### config.mk
export PLATFORM = sky130hd
export DESIGN_NAME = spfe_ctrl
export DESIGN_NICKNAME = d
export VERILOG_FILES = /design/src/sv/stack_packet_filter_engine_assert.svh /design/src/sv/spfe_pkg.sv /design/src/sv/spfe_ctrl.sv
export SDC_FILE = /design/constraint.sdc
export NUM_CORES = 1
export LEC_CHECK = 0
export BUFFER_PORTS_ARGS = -buffer_cell sky130_fd_sc_hd__buf_4
export CAP_MARGIN = 40
export CORE_MARGIN = 2
export CORE_UTILIZATION = 40
export DETAILED_ROUTE_END_ITERATION = 8
export GPL_TIMING_DRIVEN = 0
export HOLD_SLACK_MARGIN = 0.02
export PLACE_DENSITY = 0.78
export SLEW_MARGIN = 25
export SYNTH_ARGS = -nofsm -noshare
export SYNTH_HDL_FRONTEND = slang
export SYNTH_SLANG_ARGS = --single-unit
### constraint.sdc
create_clock -name clk -period 1.97 [get_ports clk]
set_clock_uncertainty 0.2 [all_clocks]
set_input_delay 0.2955 -clock clk [delete_from_list [all_inputs] [get_ports clk]]
set_output_delay 0.2955 -clock clk [all_outputs]
set_load 0.02 [all_outputs]
### src/sv/stack_packet_filter_engine_assert.svh
// ----------------------------------------------------------------------------
// stack_packet_filter_engine assertion macros
// Concurrent assertion wrappers, empty when SYNTH is defined.
// ----------------------------------------------------------------------------
`ifndef STACK_PACKET_FILTER_ENGINE_ASSERT_SVH
`define STACK_PACKET_FILTER_ENGINE_ASSERT_SVH
`ifndef SYNTH
// same-cycle implication
`define SPFE_ASSERT_IMPL(name, clk, rstn, ante, cons) \
    name: assert property (@(posedge clk) disable iff (!rstn) (ante) |-> (cons)) \
        else $error("spfe assertion failed");
// next-cycle implication
`define SPFE_ASSERT_NEXT(name, clk, rstn, ante, cons) \
    name: assert property (@(posedge clk) disable iff (!rstn) (ante) |=> (cons)) \
        else $error("spfe assertion failed");
`else
`define SPFE_ASSERT_IMPL(name, clk, rstn, ante, cons)
`define SPFE_ASSERT_NEXT(name, clk, rstn, ante, cons)
`endif
`endif

### src/sv/spfe_pkg.sv
// ----------------------------------------------------------------------------
// spfe_pkg
// Shared types and codes of the stack packet filter engine.
// ----------------------------------------------------------------------------
`default_nettype none
package spfe_pkg;

    typedef enum logic [3:0] {
        ST_IDLE,
        ST_FETCH,
        ST_DECODE,
        ST_EXEC,
        ST_LIT,
        ST_PKT,
        ST_OPER,
        ST_OPB,
        ST_POP2,
        ST_RESULT
    } spfe_state_t;

    typedef enum logic [1:0] {
        PSRC_LIT,
        PSRC_ZERO,
        PSRC_PKT
    } push_src_t;

    typedef enum logic [1:0] {
        VSRC_TOS,
        VSRC_ZERO,
        VSRC_SC
    } verdict_src_t;

    localparam logic [2:0] END_PROGRAM = 3'd0;
    localparam logic [2:0] END_SHORT   = 3'd1;
    localparam logic [2:0] END_PKT     = 3'd2;
    localparam logic [2:0] END_OVER    = 3'd3;
    localparam logic [2:0] END_UNDER   = 3'd4;
    localparam logic [2:0] END_BADOP   = 3'd5;

    localparam int ACT_NONE = 0;
    localparam int ACT_LIT  = 1;
    localparam int ACT_ZERO = 2;
    localparam int ACT_WORD = 16;

    localparam int OP_NOP   = 0;
    localparam int OP_EQ    = 1;
    localparam int OP_LT    = 2;
    localparam int OP_LE    = 3;
    localparam int OP_GT    = 4;
    localparam int OP_GE    = 5;
    localparam int OP_AND   = 6;
    localparam int OP_OR    = 7;
    localparam int OP_XOR   = 8;
    localparam int OP_COR   = 9;
    localparam int OP_CAND  = 10;
    localparam int OP_CNOR  = 11;
    localparam int OP_CNAND = 12;
    localparam int OP_NEQ   = 13;

    typedef struct packed {
        logic         wr_prog;
        logic         wr_pkt;
        logic         start;
        logic         fetch;
        logic         decode;
        logic         lit_read;
        logic         pkt_read;
        logic         push;
        push_src_t    push_src;
        logic         op_read;
        logic         apply;
        logic         sc_read;
        logic         pop2;
        logic         finish;
        logic [2:0]   reason;
        verdict_src_t verdict_src;
        logic         load_out;
    } spfe_cmd_t;

    typedef struct packed {
        logic prog_done;
        logic act_none;
        logic act_lit;
        logic act_zero;
        logic act_pkt;
        logic stack_full;
        logic under;
        logic op_nop;
        logic op_bad;
        logic op_sc;
        logic sc_exit;
        logic out_free;
    } spfe_status_t;

endpackage
`default_nettype wire

### src/sv/spfe_ctrl.sv
// ----------------------------------------------------------------------------
// spfe_ctrl
// Sequencer: loads, program word fetch/decode/execute, result handoff.
// ----------------------------------------------------------------------------
`default_nettype none
module spfe_ctrl (
    input  wire logic                  clk,
    input  wire logic                  rst_n,
    input  wire logic                  in_valid,
    input  wire logic                  operation,
    input  wire logic                  last,
    input  wire spfe_pkg::spfe_status_t status,
    output spfe_pkg::spfe_cmd_t        cmd,
    output logic                       in_stall
);
    import spfe_pkg::*;

    spfe_state_t state_reg, state_next;

    always_ff @(posedge clk or negedge rst_n)
    begin
        if (!rst_n)
        begin
            state_reg <= ST_IDLE;
        end
        else
        begin
            state_reg <= state_next;
        end
    end

    always_comb
    begin
        state_next  = state_reg;
        cmd         = '0;
        cmd.push_src    = PSRC_ZERO;
        cmd.verdict_src = VSRC_ZERO;
        cmd.reason      = END_PROGRAM;
        in_stall    = 1'b1;
        case (state_reg)
            ST_IDLE:
            begin
                in_stall = 1'b0;
                if (in_valid)
                begin
                    if (!operation)
                    begin
                        cmd.wr_prog = 1'b1;
                    end
                    else
                    begin
                        cmd.wr_pkt = 1'b1;
                        if (last)
                        begin
                            cmd.start  = 1'b1;
                            state_next = ST_FETCH;
                        end
                    end
                end
            end
            ST_FETCH:
            begin
                if (status.prog_done)
                begin
                    cmd.finish      = 1'b1;
                    cmd.reason      = END_PROGRAM;
                    cmd.verdict_src = VSRC_TOS;
                    state_next      = ST_RESULT;
                end
                else
                begin
                    cmd.fetch  = 1'b1;
                    state_next = ST_DECODE;
                end
            end
            ST_DECODE:
            begin
                cmd.decode = 1'b1;
                state_next = ST_EXEC;
            end
            ST_EXEC:
            begin
                if (status.act_lit)
                begin
                    cmd.lit_read = 1'b1;
                    state_next   = ST_LIT;
                end
                else if (status.act_pkt)
                begin
                    cmd.pkt_read = 1'b1;
                    state_next   = ST_PKT;
                end
                else if (status.act_zero)
                begin
                    if (status.stack_full)
                    begin
                        cmd.finish = 1'b1;
                        cmd.reason = END_OVER;
                        state_next = ST_RESULT;
                    end
                    else
                    begin
                        cmd.push     = 1'b1;
                        cmd.push_src = PSRC_ZERO;
                        state_next   = ST_OPER;
                    end
                end
                else if (status.act_none)
                begin
                    state_next = ST_OPER;
                end
                else
                begin
                    cmd.finish = 1'b1;
                    cmd.reason = END_PKT;
                    state_next = ST_RESULT;
                end
            end
            ST_LIT, ST_PKT:
            begin
                if (status.stack_full)
                begin
                    cmd.finish = 1'b1;
                    cmd.reason = END_OVER;
                    state_next = ST_RESULT;
                end
                else
                begin
                    cmd.push     = 1'b1;
                    cmd.push_src = (state_reg == ST_LIT) ? PSRC_LIT : PSRC_PKT;
                    state_next   = ST_OPER;
                end
            end
            ST_OPER:
            begin
                if (status.op_nop)
                begin
                    state_next = ST_FETCH;
                end
                else if (status.under)
                begin
                    cmd.finish = 1'b1;
                    cmd.reason = END_UNDER;
                    state_next = ST_RESULT;
                end
                else if (status.op_bad)
                begin
                    cmd.finish = 1'b1;
                    cmd.reason = END_BADOP;
                    state_next = ST_RESULT;
                end
                else
                begin
                    cmd.op_read = 1'b1;
                    state_next  = ST_OPB;
                end
            end
            ST_OPB:
            begin
                if (status.op_sc)
                begin
                    if (status.sc_exit)
                    begin
                        cmd.finish      = 1'b1;
                        cmd.reason      = END_SHORT;
                        cmd.verdict_src = VSRC_SC;
                        state_next      = ST_RESULT;
                    end
                    else
                    begin
                        cmd.sc_read = 1'b1;
                        state_next  = ST_POP2;
                    end
                end
                else
                begin
                    cmd.apply  = 1'b1;
                    state_next = ST_FETCH;
                end
            end
            ST_POP2:
            begin
                cmd.pop2   = 1'b1;
                state_next = ST_FETCH;
            end
            ST_RESULT:
            begin
                if (status.out_free)
                begin
                    cmd.load_out = 1'b1;
                    state_next   = ST_IDLE;
                end
            end
            default:
            begin
                state_next = ST_IDLE;
            end
        endcase
    end
endmodule
`default_nettype wire

==> flow_metrics.env <==
export IMPL_hold_slack_ns=0.1755
export IMPL_period_needed_ns=2.148
export IMPL_viasPerCell=5.576
export IMPL_wl_per_cell_um=13.62
export IMPL_detailedRoute_firstPassIterationCount=4
export IMPL_share_clk_of_total_power_pct=9.1
export IMPL_leakagePower_nw=0.5110
export IMPL_synth_top_cells_by_count="nor2_1, nand2_1, nor2b_1, nor3_1, o21ai_0"
export IMPL_average_cell_area_after_synthesis_sq_um=6.572
export IMPL_starting_density_of_the_core_pct=43.40
export IMPL_final_cells=151
export IMPL_worst_slew_margin_rel_pct=75.29
export IMPL_fin_area_sq_um=1055
export IMPL_intPower_uw=622.5
export IMPL_critical_path_required_ns=1.47
export IMPL_insertion_delay_ns=0.25
export IMPL_ctsLongestPathBuffers=2
export IMPL_register_bit_total_from_synthesis=4
export IMPL_port_buffers=38
export IMPL_cts_num_sinks=4
export IMPL_synth_enable_flop_cells=0
export IMPL_synthArstFlopShare_pct=100.0
export IMPL_ioPinCount=39
export IMPL_route_final_wire_length_um=2057
export IMPL_clockRootBuffer="clkbuf_4"
export IMPL_place_area_sq_um=892.1
export IMPL_die_h_um=41.81
export IMPL_outcome="complete, but fails checks"
export IMPL_grt_util_all_layers_pct=22.18
export IMPL_worstPathCellList="buf_6 -> nand4bb_4 -> nor4_4 -> nor3_1 -> nand2b_1 -> buf_4"
export IMPL_slew_viol_final=0
export IMPL_hold_path_class="in2async"
export IMPL_vias=842
export IMPL_layout_drive_gt1_share_pct=50.00
export IMPL_std_cell_rows=13
export IMPL_synthFlopType="dfrtp_1"
export IMPL_tritoncts="built"
export IMPL_switching_power_uw=615.9
export IMPL_drt_first_iter_violations=26
export IMPL_dp_hpwl_um=1391
export IMPL_cp_data_arrival_time_ns=1.65
export IMPL_nets=155
export IMPL_clkSlewWorstSetupHoldPaths_ns=0.05
export IMPL_synthDistinctLibCells=28
export IMPL_design_die_area_sq_um=1748
export IMPL_cts_htree_levels=1
export IMPL_failing_checks="negative setup slack"
export IMPL_grt_pass1_vias=724
export IMPL_setup_violations_final=11
export IMPL_cp_startpoint="state_reg[2]$_DFFE_PN0P_"
export IMPL_num_antenna_cells=0
export IMPL_synth_net_count=104
export IMPL_min_period_over_period_pct=109.0
export IMPL_core_sq_um=1318
export IMPL_grt_pass1_wl_um=3063
export IMPL_finalCoreUtilization_pct=80.06
export IMPL_power_share_switching_pct=49.73
export IMPL_synth_seq_area_share_pct=17.51
export IMPL_pwr_density_cell_nw_per_um2=1174
export IMPL_cp_slowest_cell="dfrtp_1"
export IMPL_max_freq_ghz=0.4655
export IMPL_area_overhead_vs_synth_pct=84.46
export IMPL_number_of_antenna_violations_at_the_first_check_in_global_routing=0
export IMPL_worst_path_max_fanout=6
export IMPL_post_synth_top_area_cell="dfrtp_1"
export IMPL_timing_worst_slew_pin_value_ns=0.3675
export IMPL_final_setup_worst_slack_ns=-0.1783
export IMPL_largest_reg_flops=4
export IMPL_cp_end_kind="output pin"
export IMPL_power_share_combinational_pct=77.1
export IMPL_synthCells=87
export IMPL_numCtsBuffers=3
export IMPL_synth_area_top_cells="dfrtp_1, nor2_1, nor2b_1"
export IMPL_rsz0062_at_grt="yes"
export IMPL_grt_start_max_net_pins=11
export IMPL_ir_drop_mv=0.5753
export IMPL_crit_reg2reg_launch="state_reg[2]$_DFFE_PN0P_"
export IMPL_critical_path_max_stage_delay_ns=0.39
export IMPL_chipWidth_um=41.81
export IMPL_ys_warnings_count=0
export IMPL_fin_setup_tns_ns=-0.9836
export IMPL_globalplace_congestion=0.8028
export IMPL_synth_most_common_cell="nor2_1"
export IMPL_max_cap_viol_count=0
export IMPL_drcViolationCount=0
export IMPL_ant_nets=0
export IMPL_synthesis_area_sq_um=571.8
export IMPL_relative_contribution_of_sequential_cells_to_total_power_pct=13.8
export IMPL_finalHoldViolations=0
export IMPL_synth_top_cell_area_share_pct=17.51
export IMPL_r2r_worst_path_cells=6
export IMPL_timing_critical_path_from_type="register"
export IMPL_place_detailed_instances=140
export IMPL_criticalPathCategory="reg2out"
export IMPL_globalRouteOverflowTotal=0
[what timing repair did]
action                                 in CTS  in global routing
pin swaps                                   4                  1
endpoints found under the hold margin       4                  0
gates resized for setup                    11                  6
setup buffers                               3                  4
setup endpoints to repair                  14                 18
hold buffers                                1                  0
[area by class of cell]
class / instances / area (sq um)
multi-input cells: 74 / 499.2
repair buffers: 46 / 359.1
fillers: 88 / 262.8
flip-flops and latches: 4 / 101.3
plain buffers: 4 / 35.03
clock buffers: 3 / 22.52
inverters: 5 / 18.77
well taps: 15 / 18.77
[worst max-delay path, delay by kind of cell (launching register included)]
kind,cells,cell delay (ns)
flops,1,0.39
buf+inv,2,0.28
simple gates,4,0.74
[per-stage QoR]
stage | power [mW] | worst slack (ns)
finish | 1.238 | -0.1783
global route | 1.316 | -0.2392
CTS | 1.151 | -0.1682
detailed placement | 0.9551 | -0.07281
global placement | 0.9467 | -0.07520
floorplan | 0.6991 | 0.01953
[worst paths after layout]
path	end	slack, ns
setup / recovery	cmd[6]	-0.18
setup reg to reg	state_reg[3]$_DFFE_PN0P_	0.38
min in group clk	state_reg[0]$_DFFE_PN0P_	0.21
hold / removal	state_reg[2]$_DFFE_PN0P_	0.18
max in group asynchronous	state_reg[1]$_DFFE_PN0P_	1.28
hold reg to reg	state_reg[2]$_DFFE_PN0P_	0.53
[power groups by stage]
stage,combinational (mW),clock (mW),sequential [mW]
3_3_place_gp,0.774,0,0.173
2_1_floorplan,0.539,0,0.160
6_report,0.955,0.113,0.171
4_1_cts,0.877,0.106,0.169
5_1_grt,1.03,0.111,0.174
3_5_place_dp,0.781,0,0.174
[cells in the final DEF, fill, tap and decap left out, types with 2 or more instances in the layout]
| cell type | synthesis | final |
|---|---|---|
| inv_1 | 5 | 5 |
| nand2_1 | 11 | 11 |
| a21o_1 | 2 | 2 |
| buf_4 | 1 | 43 |
| and2_1 | 3 | 2 |
| nor2_2 | 1 | 2 |
| o21ai_0 | 7 | 7 |
| buf_6 | 1 | 5 |
| nor3_2 | 0 | 2 |
| a31oi_1 | 3 | 3 |
| a21oi_1 | 2 | 2 |
| or2_2 | 2 | 2 |
| nand2b_1 | 3 | 3 |
| nor4_4 | 0 | 2 |
| nor3_1 | 7 | 3 |
| clkbuf_4 | 0 | 3 |
| a211oi_1 | 2 | 2 |
| nor2_1 | 13 | 12 |
| nor3_4 | 0 | 2 |
| dfrtp_1 | 4 | 3 |
| nor2b_1 | 7 | 6 |
[logic make-up after synthesis]
kind of cell | share of synthesized area, %
DFF | 17.51
AOI/OAI and AO/OA | 19.69
and+or+nand+nor | 54.49
buffers and inverters | 8.316
[per-layer routing]
layer / wire, um / GRT usage (%)
met1: 800 / 27.15
met2: 1087 / 38.44
met3: 146 / 2.609
met4: 23 / 9.677
met5: 0 / 0
(Power assumes the default switching activity.)
